File: src/sv/fupd_pkg.sv
`timescale 1ns / 1ps

package fupd_pkg;

  // Character codes
  localparam logic [7:0] CharPlus    = 8'h2B;
  localparam logic [7:0] CharPercent = 8'h25;
  localparam logic [7:0] CharSpace   = 8'h20;
  localparam logic [7:0] CharZero    = 8'h30;
  localparam logic [7:0] CharNine    = 8'h39;
  localparam logic [7:0] CharLowA    = 8'h61;
  localparam logic [7:0] CharLowF    = 8'h66;
  localparam logic [7:0] CharUpA     = 8'h41;
  localparam logic [7:0] CharUpF     = 8'h46;

  // Most bytes one input byte can produce
  localparam int unsigned MaxRun = 3;

  // Default depth of the run queue between front and back
  localparam int unsigned QueueDepthDef = 4;

  // Decoded bytes caused by one input transfer
  typedef struct packed {
    logic [1:0]             cnt;
    logic [MaxRun-1:0][7:0] data;
    logic                   last;
  } run_t;

  function automatic logic is_hex(input logic [7:0] c);
    return ((c >= CharZero) && (c <= CharNine)) ||
           ((c >= CharLowA) && (c <= CharLowF)) ||
           ((c >= CharUpA)  && (c <= CharUpF));
  endfunction

  // Low four bits of the digit value; letters get ten added
  function automatic logic [3:0] hex_nibble(input logic [7:0] c);
    logic [7:0] v;
    v = 8'h00;
    if ((c >= CharZero) && (c <= CharNine)) begin
      v = c - CharZero;
    end else if ((c >= CharLowA) && (c <= CharLowF)) begin
      v = c - CharLowA + 8'd10;
    end else if ((c >= CharUpA) && (c <= CharUpF)) begin
      v = c - CharUpA + 8'd10;
    end
    return v[3:0];
  endfunction

endpackage

File: src/sv/fupd_if.sv
`timescale 1ns / 1ps

// Raw encoded byte channel
interface fupd_in_if;
  logic       valid;
  logic       ready;
  logic [7:0] in_byte;
  logic       in_last;

  modport source (output valid, output in_byte, output in_last, input ready);
  modport sink   (input valid, input in_byte, input in_last, output ready);
endinterface

// Decoded byte channel
interface fupd_out_if;
  logic       valid;
  logic       ready;
  logic [7:0] out_byte;
  logic       run_last;
  logic       string_last;

  modport source (output valid, output out_byte, output run_last, output string_last,
                  input ready);
  modport sink   (input valid, input out_byte, input run_last, input string_last,
                  output ready);
endinterface

File: src/sv/fupd_front.sv
`timescale 1ns / 1ps

module fupd_front
  import fupd_pkg::*;
(
  input  logic       clk_i,
  input  logic       rst_ni,
  input  logic       accept_i,
  input  logic [7:0] in_byte_i,
  input  logic       in_last_i,
  output run_t       run_o
);

  typedef enum logic [2:0] {
    PhIdle  = 3'b001,
    PhPct   = 3'b010,
    PhDigit = 3'b100
  } phase_e;

  phase_e     phase_q, phase_d;
  logic [7:0] held_q, held_d;

  logic       hex;
  logic       f_cnt;
  logic       f_esc;
  logic [7:0] f_byte;

  // Classify the byte as if no escape were pending
  always_comb begin
    hex    = is_hex(in_byte_i);
    f_cnt  = 1'b1;
    f_esc  = 1'b0;
    f_byte = in_byte_i;
    if (in_byte_i == CharPlus) begin
      f_byte = CharSpace;
    end else if (in_byte_i == CharPercent) begin
      f_byte = CharPercent;
      if (!in_last_i) begin
        f_cnt = 1'b0;
        f_esc = 1'b1;
      end
    end
  end

  // Build the run and the next escape phase
  always_comb begin
    run_o      = '0;
    run_o.last = in_last_i;
    held_d     = held_q;
    phase_d    = f_esc ? PhPct : PhIdle;
    case (phase_q)
      PhPct: begin
        if (hex) begin
          if (in_last_i) begin
            run_o.cnt     = 2'd2;
            run_o.data[0] = CharPercent;
            run_o.data[1] = in_byte_i;
            phase_d       = PhIdle;
          end else begin
            held_d  = in_byte_i;
            phase_d = PhDigit;
          end
        end else begin
          run_o.cnt     = {1'b0, f_cnt} + 2'd1;
          run_o.data[0] = CharPercent;
          run_o.data[1] = f_byte;
        end
      end
      PhDigit: begin
        if (hex) begin
          run_o.cnt     = 2'd1;
          run_o.data[0] = {hex_nibble(held_q), hex_nibble(in_byte_i)};
          phase_d       = PhIdle;
        end else begin
          run_o.cnt     = {1'b0, f_cnt} + 2'd2;
          run_o.data[0] = CharPercent;
          run_o.data[1] = held_q;
          run_o.data[2] = f_byte;
        end
      end
      default: begin
        run_o.cnt     = {1'b0, f_cnt};
        run_o.data[0] = f_byte;
      end
    endcase
  end

  // Advance escape state on each input transfer
  always_ff @(posedge clk_i or negedge rst_ni) begin
    if (!rst_ni) begin
      phase_q <= PhIdle;
      held_q  <= 8'h00;
    end else if (accept_i) begin
      phase_q <= phase_d;
      held_q  <= held_d;
    end
  end

endmodule

File: src/sv/fupd_queue.sv
`timescale 1ns / 1ps

module fupd_queue
  import fupd_pkg::*;
#(
  parameter int unsigned Depth = QueueDepthDef
) (
  input  logic clk_i,
  input  logic rst_ni,
  input  logic push_i,
  input  run_t data_i,
  input  logic pop_i,
  output logic full_o,
  output logic nonempty_o,
  output run_t head_o
);

  localparam int unsigned AddrW = (Depth > 1) ? $clog2(Depth) : 1;
  localparam int unsigned CntW  = $clog2(Depth + 1);
  localparam logic [AddrW-1:0] LastAddr = AddrW'(Depth - 1);

  run_t             mem_q [Depth];
  logic [AddrW-1:0] wr_q, rd_q;
  logic [CntW-1:0]  cnt_q;
  logic             do_push, do_pop;

  assign full_o     = (cnt_q == CntW'(Depth));
  assign nonempty_o = (cnt_q != '0);
  assign head_o     = mem_q[rd_q];
  assign do_push    = push_i && !full_o;
  assign do_pop     = pop_i && nonempty_o;

  // Store runs
  always_ff @(posedge clk_i) begin
    if (do_push) begin
      mem_q[wr_q] <= data_i;
    end
  end

  // Advance pointers and fill count
  always_ff @(posedge clk_i or negedge rst_ni) begin
    if (!rst_ni) begin
      wr_q  <= '0;
      rd_q  <= '0;
      cnt_q <= '0;
    end else begin
      if (do_push) begin
        wr_q <= (wr_q == LastAddr) ? '0 : wr_q + 1'b1;
      end
      if (do_pop) begin
        rd_q <= (rd_q == LastAddr) ? '0 : rd_q + 1'b1;
      end
      if (do_push && !do_pop) begin
        cnt_q <= cnt_q + 1'b1;
      end else if (do_pop && !do_push) begin
        cnt_q <= cnt_q - 1'b1;
      end
    end
  end

endmodule

File: src/sv/fupd_back.sv
`timescale 1ns / 1ps

module fupd_back
  import fupd_pkg::*;
(
  input  logic       clk_i,
  input  logic       rst_ni,
  input  logic       head_valid_i,
  input  run_t       head_i,
  output logic       pop_o,
  output logic       valid_o,
  input  logic       ready_i,
  output logic [7:0] out_byte_o,
  output logic       run_last_o,
  output logic       string_last_o
);

  logic [1:0] idx_q;
  logic       valid_q;
  logic [7:0] byte_q;
  logic       run_last_q, string_last_q;
  logic       load;
  logic       sel_last;
  logic [7:0] sel_byte;

  assign load     = head_valid_i && (!valid_q || ready_i);
  assign sel_last = (idx_q == head_i.cnt - 2'd1);
  assign pop_o    = load && sel_last;

  // Pick the byte of the head run at the current index
  always_comb begin
    case (idx_q)
      2'd0:    sel_byte = head_i.data[0];
      2'd1:    sel_byte = head_i.data[1];
      2'd2:    sel_byte = head_i.data[2];
      default: sel_byte = head_i.data[0];
    endcase
  end

  // Hold the output transfer until taken
  always_ff @(posedge clk_i or negedge rst_ni) begin
    if (!rst_ni) begin
      valid_q <= 1'b0;
      idx_q   <= 2'd0;
    end else begin
      if (load) begin
        valid_q <= 1'b1;
        idx_q   <= sel_last ? 2'd0 : idx_q + 2'd1;
      end else if (ready_i) begin
        valid_q <= 1'b0;
      end
    end
  end

  always_ff @(posedge clk_i) begin
    if (load) begin
      byte_q        <= sel_byte;
      run_last_q    <= sel_last;
      string_last_q <= sel_last && head_i.last;
    end
  end

  assign valid_o       = valid_q;
  assign out_byte_o    = byte_q;
  assign run_last_o    = run_last_q;
  assign string_last_o = string_last_q;

endmodule

File: src/sv/form_url_percent_decoder.sv
`timescale 1ns / 1ps

// Channel   Dir  Payload                              Transfer
// in_i      in   in_byte[7:0], in_last                valid && ready
// out_o     out  out_byte[7:0], run_last, string_last valid && ready
//
// One input byte is taken per cycle while the run queue has room; it is decoded
// in that cycle and its 0 to 3 result bytes are queued as one run unless there are none.
// The output stage sends one byte per cycle while out_o.ready stays high.
// Result bytes pass through the run queue and then the output register.
// Reset clears the escape state, the queue and the output valid flag.
// A stalled output fills the queue, after which in_i.ready drops.

module form_url_percent_decoder
  import fupd_pkg::*;
#(
  parameter int unsigned QueueDepth = QueueDepthDef
) (
  input  logic       clk_i,
  input  logic       rst_ni,
  fupd_in_if.sink    in_i,
  fupd_out_if.source out_o
);

  logic accept;
  logic full;
  logic head_valid;
  logic pop;
  run_t run;
  run_t head;

  assign in_i.ready = !full;
  assign accept     = in_i.valid && !full;

  // Decode and track the escape state
  fupd_front u_front (
    .clk_i     (clk_i),
    .rst_ni    (rst_ni),
    .accept_i  (accept),
    .in_byte_i (in_i.in_byte),
    .in_last_i (in_i.in_last),
    .run_o     (run)
  );

  // Queue non-empty runs
  fupd_queue #(
    .Depth (QueueDepth)
  ) u_queue (
    .clk_i      (clk_i),
    .rst_ni     (rst_ni),
    .push_i     (accept && (run.cnt != 2'd0)),
    .data_i     (run),
    .pop_i      (pop),
    .full_o     (full),
    .nonempty_o (head_valid),
    .head_o     (head)
  );

  // Serialize runs to the output
  fupd_back u_back (
    .clk_i         (clk_i),
    .rst_ni        (rst_ni),
    .head_valid_i  (head_valid),
    .head_i        (head),
    .pop_o         (pop),
    .valid_o       (out_o.valid),
    .ready_i       (out_o.ready),
    .out_byte_o    (out_o.out_byte),
    .run_last_o    (out_o.run_last),
    .string_last_o (out_o.string_last)
  );

endmodule
File: src/flat_wrapper.sv
// flat-port wrapper written by rule: the top's interface ports become plain ports
module form_url_percent_decoder_flat import fupd_pkg::*;
#(
  parameter int unsigned QueueDepth = QueueDepthDef
)
  (clk_i, rst_ni, in_i_valid, in_i_in_byte, in_i_in_last, in_i_ready, out_o_valid, out_o_out_byte, out_o_run_last, out_o_string_last, out_o_ready);
  fupd_in_if in_i_i ();
  fupd_out_if out_o_i ();
  input  logic clk_i;
  input  logic rst_ni;
  input wire logic [$bits(in_i_i.valid)-1:0] in_i_valid;
  input wire logic [$bits(in_i_i.in_byte)-1:0] in_i_in_byte;
  input wire logic [$bits(in_i_i.in_last)-1:0] in_i_in_last;
  output wire logic [$bits(in_i_i.ready)-1:0] in_i_ready;
  output wire logic [$bits(out_o_i.valid)-1:0] out_o_valid;
  output wire logic [$bits(out_o_i.out_byte)-1:0] out_o_out_byte;
  output wire logic [$bits(out_o_i.run_last)-1:0] out_o_run_last;
  output wire logic [$bits(out_o_i.string_last)-1:0] out_o_string_last;
  input wire logic [$bits(out_o_i.ready)-1:0] out_o_ready;
  assign in_i_i.valid = in_i_valid;
  assign in_i_i.in_byte = in_i_in_byte;
  assign in_i_i.in_last = in_i_in_last;
  assign in_i_ready = in_i_i.ready;
  assign out_o_valid = out_o_i.valid;
  assign out_o_out_byte = out_o_i.out_byte;
  assign out_o_run_last = out_o_i.run_last;
  assign out_o_string_last = out_o_i.string_last;
  assign out_o_i.ready = out_o_ready;
  form_url_percent_decoder #(.QueueDepth(QueueDepth)) u_core (.clk_i(clk_i), .rst_ni(rst_ni), .in_i(in_i_i), .out_o(out_o_i));
endmodule
File: config.mk
export PLATFORM = sky130hd
export DESIGN_NAME = form_url_percent_decoder_flat
export DESIGN_NICKNAME = d
export VERILOG_FILES = /design/src/sv/fupd_pkg.sv /design/src/sv/fupd_if.sv /design/src/sv/fupd_front.sv /design/src/sv/fupd_queue.sv /design/src/sv/fupd_back.sv /design/src/sv/form_url_percent_decoder.sv /design/src/flat_wrapper.sv
export SDC_FILE = /design/constraint.sdc
export NUM_CORES = 1
export LEC_CHECK = 0
export BUFFER_PORTS_ARGS = -buffer_cell sky130_fd_sc_hd__buf_2
export CAP_MARGIN = 20
export CORE_UTILIZATION = 50
export CTS_CLUSTER_DIAMETER = 60
export DETAILED_ROUTE_END_ITERATION = 8
export PLACE_DENSITY_LB_ADDON = 0.3
export SLEW_MARGIN = 10
export SYNTH_ARGS = -nofsm -noshare
export SYNTH_HDL_FRONTEND = slang
export SYNTH_SLANG_ARGS = --single-unit
File: constraint.sdc
create_clock -name clk_i -period 3.38 [get_ports clk_i]
set_input_delay 0.507 -clock clk_i [delete_from_list [all_inputs] [get_ports clk_i]]
set_output_delay 0.507 -clock clk_i [all_outputs]
set_load 0.05 [all_outputs]
======== Yosys cells after proc, flatten, opt, wreduce, memory -nomap -nowiden ========
Memory sizes are Yosys's and may differ from the RTL's.
Cells that the tools add are included.
word-level totals
  register bits after elaboration ......... 31
  RAM bits ................................ 108
  logic and storage cells ................. 119
  memories kept ........................... 1
memory list
  name                  words  width  read ports  clocked after memory_dff  write ports  RTL line          source
  u_core.u_queue.mem_q  4      27     1           0                         1            fupd_queue.sv:22  run_t mem_q [Depth];
cells by class
  add/subtract/negate cells ............... 18
  magnitude comparators ................... 12
  equal/unequal tests ..................... 10
  mux-type cells .......................... 40
  bitwise gates (word level) .............. 1
  reduce and logical (&&, ||, !) cells .... 27
operator list
  cell                                                                              number
  16-bit 2-to-1 mux                                                                 3
  8-bit one-hot mux with 2 select lines                                             3
  8-bit by 7-bit >= comparator with 1-bit output, second input constant             4
  8-bit by 7-bit less-or-equal comparator with 1-bit output, second input constant  4
  8-bit 2-to-1 mux                                                                  4
  4-bit 2-to-1 mux                                                                  6
  4-bit by 1-bit subtractor with 4-bit output, second input constant                6
  4-bit adder, second input constant                                                4
  8-bit by 6-bit equality test with 1-bit output, second input constant             2
  8-bit by 6-bit >= comparator with 1-bit output, second input constant             2
  8-bit by 6-bit less-or-equal comparator with 1-bit output, second input constant  2
  2-bit 2-to-1 mux                                                                  8
  1-bit logical AND                                                                 15
  3-bit 2-to-1 mux                                                                  4
  1-bit 2-to-1 mux                                                                  10
  2-bit by 1-bit adder with 2-bit output, second input constant                     3
  2-bit equality test, second input constant                                        3
  3-bit equality test, second input constant                                        2
  3-bit one-hot mux with 2 select lines                                             1
  2-bit nonzero test                                                                3
  1-bit zero test                                                                   4
  2-bit one-hot mux with 2 select lines                                             1
  4-bit AND reduction                                                               1
  3-bit by 1-bit adder with 3-bit output, second input constant                     1
  other kinds (10)                                                                  12

======== Longest topological paths before layout ========
  depth in word-level cells ............... 13
  gate-level depth with buffers ........... 13
  mapped depth without buffers ............ 13

======== By module ========
A second synthesis with hierarchy kept.
second synthesis, totals
  cell total of the unflattened synthesis .. 379
  area, all modules ....................... 6267.3 µm²
modules (own cells, without submodules)
  module                    times used  cells each  area an instance (µm²)  sequential area each (µm²)
  fupd_queue                1           178         4364.2                  3418.3
  fupd_front                1           139         1227.4                  276.5
  fupd_back                 1           59          650.6                   375.4
  form_url_percent_decoder  1           3           25.0                    0.0

======== Worst setup path before layout ========
OpenSTA, ideal clock, no wires.
  path kind ............................... input -> register
  start ................................... input port in_i_in_byte[4]
  end ..................................... memory u_core.u_queue.mem_q[0][0] (netlist name) (enable)
  setup time .............................. 0.411 ns
  arrival time ............................ 2.894 ns
  required time ........................... 2.969 ns
  path slack .............................. 0.076 ns
  stages on the path ...................... 6
  buffers on the path ..................... 1
  cell sequence ........................... buf_6 > or4b_4 > nor3_2 > xnor2_1 > o31ai_2 > nor2_1
on the way
  longest elaborated chain between the ends .. 11
  elaborated cells between the ends (all ways) .. 25
ends and longest elaborated chain
  item                                                                    RTL line                            source
  start, declared                                                         flat_wrapper.sv:12                  input wire logic [$bits(in_i_i.in_byte)-1:0] in_i_in_byte;
  8-bit by 6-bit equality test with 1-bit output (tied with other cells)  fupd_front.sv:36                    end else if (in_byte_i == CharPercent) begin
  1-bit 2-to-1 mux (tied with other cells)                                fupd_front.sv:36
  1-bit 2-to-1 mux or 1-bit logical OR (tied branches)                    fupd_front.sv:34, fupd_pkg.sv:30
  1-bit by 2-bit adder with 2-bit output (tied with other cells)          fupd_front.sv:75                    run_o.cnt = {1'b0, f_cnt} + 2'd2;
  2-bit 2-to-1 mux, on equally long branches                              fupd_front.sv:70, fupd_front.sv:53
  2-bit one-hot mux with 2 select lines (*)                               fupd_front.sv:51                    case (phase_q)
  2-bit nonzero test (*)                                                  form_url_percent_decoder.sv:51      .push_i (accept && (run.cnt != 2'd0)),
  1-bit logical AND (*)                                                   form_url_percent_decoder.sv:51
  1-bit logical AND (*)                                                   fupd_queue.sv:30                    assign do_push = push_i && !full_o;
  1-bit 2-to-1 mux (*)                                                    fupd_queue.sv:35                    if (do_push) begin
  1-bit 2-to-1 mux (not written as such) (*)                              fupd_queue.sv:36                    mem_q[wr_q] <= data_i;
  end, declared                                                           fupd_queue.sv:22
Mark *: on every way between the ends. The rest lies on a longest branch, timed or not.

======== Final worst setup path ========
  start ................................... register u_core.u_queue.rd_q[0]
  end ..................................... register u_core.u_queue.cnt_q[2]
on the way
  longest elaborated chain between the ends .. 8
  elaborated cells between the ends (all ways) .. 10
ends and longest elaborated chain
  item                                                    RTL line          source
  start, declared                                         fupd_queue.sv:23  logic [AddrW-1:0] wr_q, rd_q;
  start signal, assigned                                  fupd_queue.sv:51  rd_q <= (rd_q == LastAddr) ? '0 : rd_q + 1'b1;
  memory 4 x 27 bit (*)                                   --
  2-bit by 1-bit subtractor with 2-bit output (*)         fupd_back.sv:27   assign sel_last = (idx_q == head_i.cnt - 2'd1);
  2-bit equality test (*)                                 fupd_back.sv:27
  1-bit logical AND (*)                                   fupd_back.sv:28   assign pop_o = load && sel_last;
  1-bit logical AND (*)                                   fupd_queue.sv:31  assign do_pop = pop_i && nonempty_o;
  1-bit zero test                                         fupd_queue.sv:53  if (do_push && !do_pop) begin
  1-bit logical AND                                       fupd_queue.sv:53
  3-bit 2-to-1 mux or 2-bit nonzero test (tied branches)  --
  end signal, assigned                                    fupd_queue.sv:54  cnt_q <= cnt_q + 1'b1;
  end signal, assigned                                    fupd_queue.sv:56  cnt_q <= cnt_q - 1'b1;
  end, declared                                           fupd_queue.sv:24  logic [CntW-1:0] cnt_q;
Marked as above.
A chain may end at the register's enable or synchronous reset.

==> results.md <==
* Hold buffer count at CTS at 0
* Setup WS pre-CTS at approximately 0.36 ns
* Clock transition at path regs at ~0.060 ns
* Vias in the first global route at 3477
* Chip width at 112.5 µm
* Post-synth cell types at slightly below 60
* Fin Hold WS at 0.08947 ns
* Final core occ at 0.6146
* Final setup skew at 0.008174 ns
* Sequential fraction of the synthesis area at 0.6667
* Arr. time, crit path at 3.19 ns
* Largest net degree at the start of global routing at 28
* First-pass GRT wire length at 19500 µm
* Worst hold path type: in -> async
* Number of warnings issued by yosys at 0
* Commonest cells after routing, fill and taps aside: edfxtp_1 (118), nand2_1 (27), mux4_2 (27)
* Relative slew slack at 0.3533
* CP startpoint kind: flip-flop
* Flops & latches, synth at around 140
* Leak at 2.641 nW
* Vias at 3421
* WL/cell at 21.08 µm
* Cells after synthesis at 381
* Area growth syn-to-layout at 17.42%
* Final WS setup at 0.5250 ns
* Final max-slew violation count at 0
* Overall Global Routing Usage at 0.2150
* R2R Path End: u_core.u_queue.cnt_q[2]$_DFFE_PN0P_
* GP Congestion at 0.8547
* Fillers at ~840
* Detailed router's first-iteration violation count at 204
* Antenna-violating nets left at 0
* Setup violation total in the final timing report at 0
* Final instance area at between 0.007 and 0.008 mm²
* Critical Path Fanout Max at 10
* Mean post-synth cell area at 16.02 µm²
* Placeable core area at 0.01166 mm²
* Io pins at 25
* Total Power at 6.424 mW
* Leading register cell type out of synthesis: edfxtp_1
* Area of the multi-input gates at 0.001904 mm²
* Area occupied by registers at between 0.004 and 0.005 mm²
* Placed Area at 0.006462 mm²
* Starting Density at 0.5234
* Critical setup path kind: reg -> reg
* Pre-antenna DRT Iters at 4
* Share of cells above drive strength 1 at 0.2785
* F_max at approximately 0.35 GHz
* Max-Cap Viols at 0
* Power density over cell area at 896.1 mW/mm²
* Run status: completed
* Element type at the critical path end: flip-flop
* Worst setup endpoint: u_core.u_queue.cnt_q[2]$_DFFE_PN0P_
* Worst R2R Path Depth at 11
* DRC at 0
* CTS sink cnt at roughly 140
* WL final at ~12000 µm
* CTS tree: yes
* Initial antenna violation count at 0
* Ratio of final minimum period to clock period at 0.8447
* Dpl hpwl at 7729 µm
* Minimum clock period at 2.855 ns
* CTS max path bufs at 2
* Die height at 112.5 µm
* RSZ-0062 raised after global routing: no
* Input/output buffers at 24
* Commonest non-fill, non-tap cell in the layout: edfxtp_1
* Crit path from: u_core.u_queue.rd_q[0]$_DFFE_PN0P_
* H-Tree Depth at 4
* Std-Cell Rows at 39
* Post-Place Cells at 549
* Post-Synthesis Cell Area at between 0.006 and 0.007 mm²
* Worst vdd ir at 0.0006204 V
* Final net count at roughly 450
* Clock Latency Late Sink at 0.42 ns
* EDFF count, synth at 118
* Fin Setup TNS at 0 ns
* Routed vias/inst at 5.888
* Final hold violations at 0
* Reg2Reg Setup Slack at ~0.52 ns
* Cell Count, Final, Fillers Out at 581
* Post-Synthesis Net Count at 410
* N_diodes at 0
* Total setup buffers inserted after CTS at 0
* CP required at between 3 and 4 ns
* R2r startpoint: u_core.u_queue.rd_q[0]$_DFFE_PN0P_
* Post_cts resized at 0
* Worst Tran Pin Value at 0.9655 ns
* Post-synth ARST share at 0.1511
* GRT overflow at 0
* CTS buffer count at 17
* CTS root buffer: clkbuf_16
* Die area at 0.01266 mm²
[worst max-delay path, stage by stage (launching register included)]
cell	delay, ns
dfrtp_2	0.52
mux4_2	0.55
xnor2_1	0.18
mux2i_1	0.26
nor2_1	0.12
inv_1	0.08
ha_1	0.17
inv_1	0.06
fa_1	0.37
xor2_1	0.17
nor2_1	0.14
xor2_1	0.18
[metal layers]
metal	track usage	routed length [µm]
met4	0.08533	178
met3	0.05832	523
met1	0.2935	5690
met2	0.3313	5853
met5	0	0
[report_power, final]
group | leakage (nW) | internal [mW] | switching (mW)
logic | 0.930 | 0.680 | 1.08
registers | 1.38 | 2.31 | 0.143
clock network | 0.334 | 1.53 | 0.679
total | 2.64 | 4.52 | 1.91
[registers in the layout, indices dropped and copies added (netlist names)]
| name | cells |
|---|---|
| u_core.u_queue.wr_q | 2 |
| u_core.u_queue.cnt_q | 3 |
| u_core.u_back.valid_o | 1 |
| u_core.u_back.out_byte_o | 8 |
| u_core.u_back.string_last_o | 1 |
| u_core.u_queue.mem_q | 108 |
| u_core.u_back.run_last_o | 1 |
| u_core.u_front.held_q | 8 |
| u_core.u_back.idx_q | 2 |
| u_core.u_front.phase_q | 3 |
| u_core.u_queue.rd_q | 2 |
[logic make-up after synthesis]
family,share of synthesized area
adders and majority gates,0.03402
and+or+nand+nor,0.06887
xor gates and xnor gates,0.01004
buffers and inverters,0.02295
AOI/OAI and AO/OA,0.07092
muxes,0.1265
DFF,0.6667
[cell type report]
class / instances / share of cell area
Clock inverter: 12 / 0.03753
Tap cell: 143 / 0.02496
Inverter: 20 / 0.01047
Multi-Input combinational cell: 208 / 0.2657
Clock buffer: 20 / 0.06092
Sequential cell: 139 / 0.5680
Timing Repair Buffer: 39 / 0.03247
[worst min-delay path by stage]
stage | start | endpoint | slack (ns)
2_1_floorplan | rst_ni | u_core.u_back.idx_q[0]$_DFFE_PN0P_ | 0.21
3_3_place_gp | u_core.u_back.valid_o$_DFFE_PN0P_ | u_core.u_back.valid_o$_DFFE_PN0P_ | 0.47
3_5_place_dp | u_core.u_back.valid_o$_DFFE_PN0P_ | u_core.u_back.valid_o$_DFFE_PN0P_ | 0.48
4_1_cts | rst_ni | u_core.u_front.held_q[3]$_DFFE_PN0P_ | 0.1
5_1_grt | rst_ni | u_core.u_front.held_q[3]$_DFFE_PN0P_ | 0.13
6_report | rst_ni | u_core.u_front.held_q[3]$_DFFE_PN0P_ | 0.09
[synthesized netlist by cell type (all sizes together), types with 3 or more instances]
| library cell | instances | area (µm²) |
|---|---|---|
| nor3 | 4 | 25.02 |
| dfrtp | 20 | 500.5 |
| buf | 6 | 33.78 |
| clkbuf | 8 | 31.28 |
| mux2i | 4 | 40.04 |
| o21ai | 20 | 100.1 |
| a31oi | 3 | 18.77 |
| nor2 | 17 | 63.81 |
| edfxtp | 118 | 3543 |
| a22o | 5 | 43.79 |
| nand2 | 27 | 101.4 |
| o31ai | 3 | 27.52 |
| inv | 20 | 75.07 |
| a22oi | 8 | 60.06 |
| ha | 15 | 187.7 |
| nor3b | 3 | 27.52 |
| mux2 | 11 | 123.9 |
| xnor2 | 5 | 43.79 |
| and2 | 7 | 43.80 |
| a21oi | 10 | 50.05 |
| mux4 | 27 | 608.1 |
| nand3 | 3 | 15.01 |
Power figures use the tool's default switching activity.
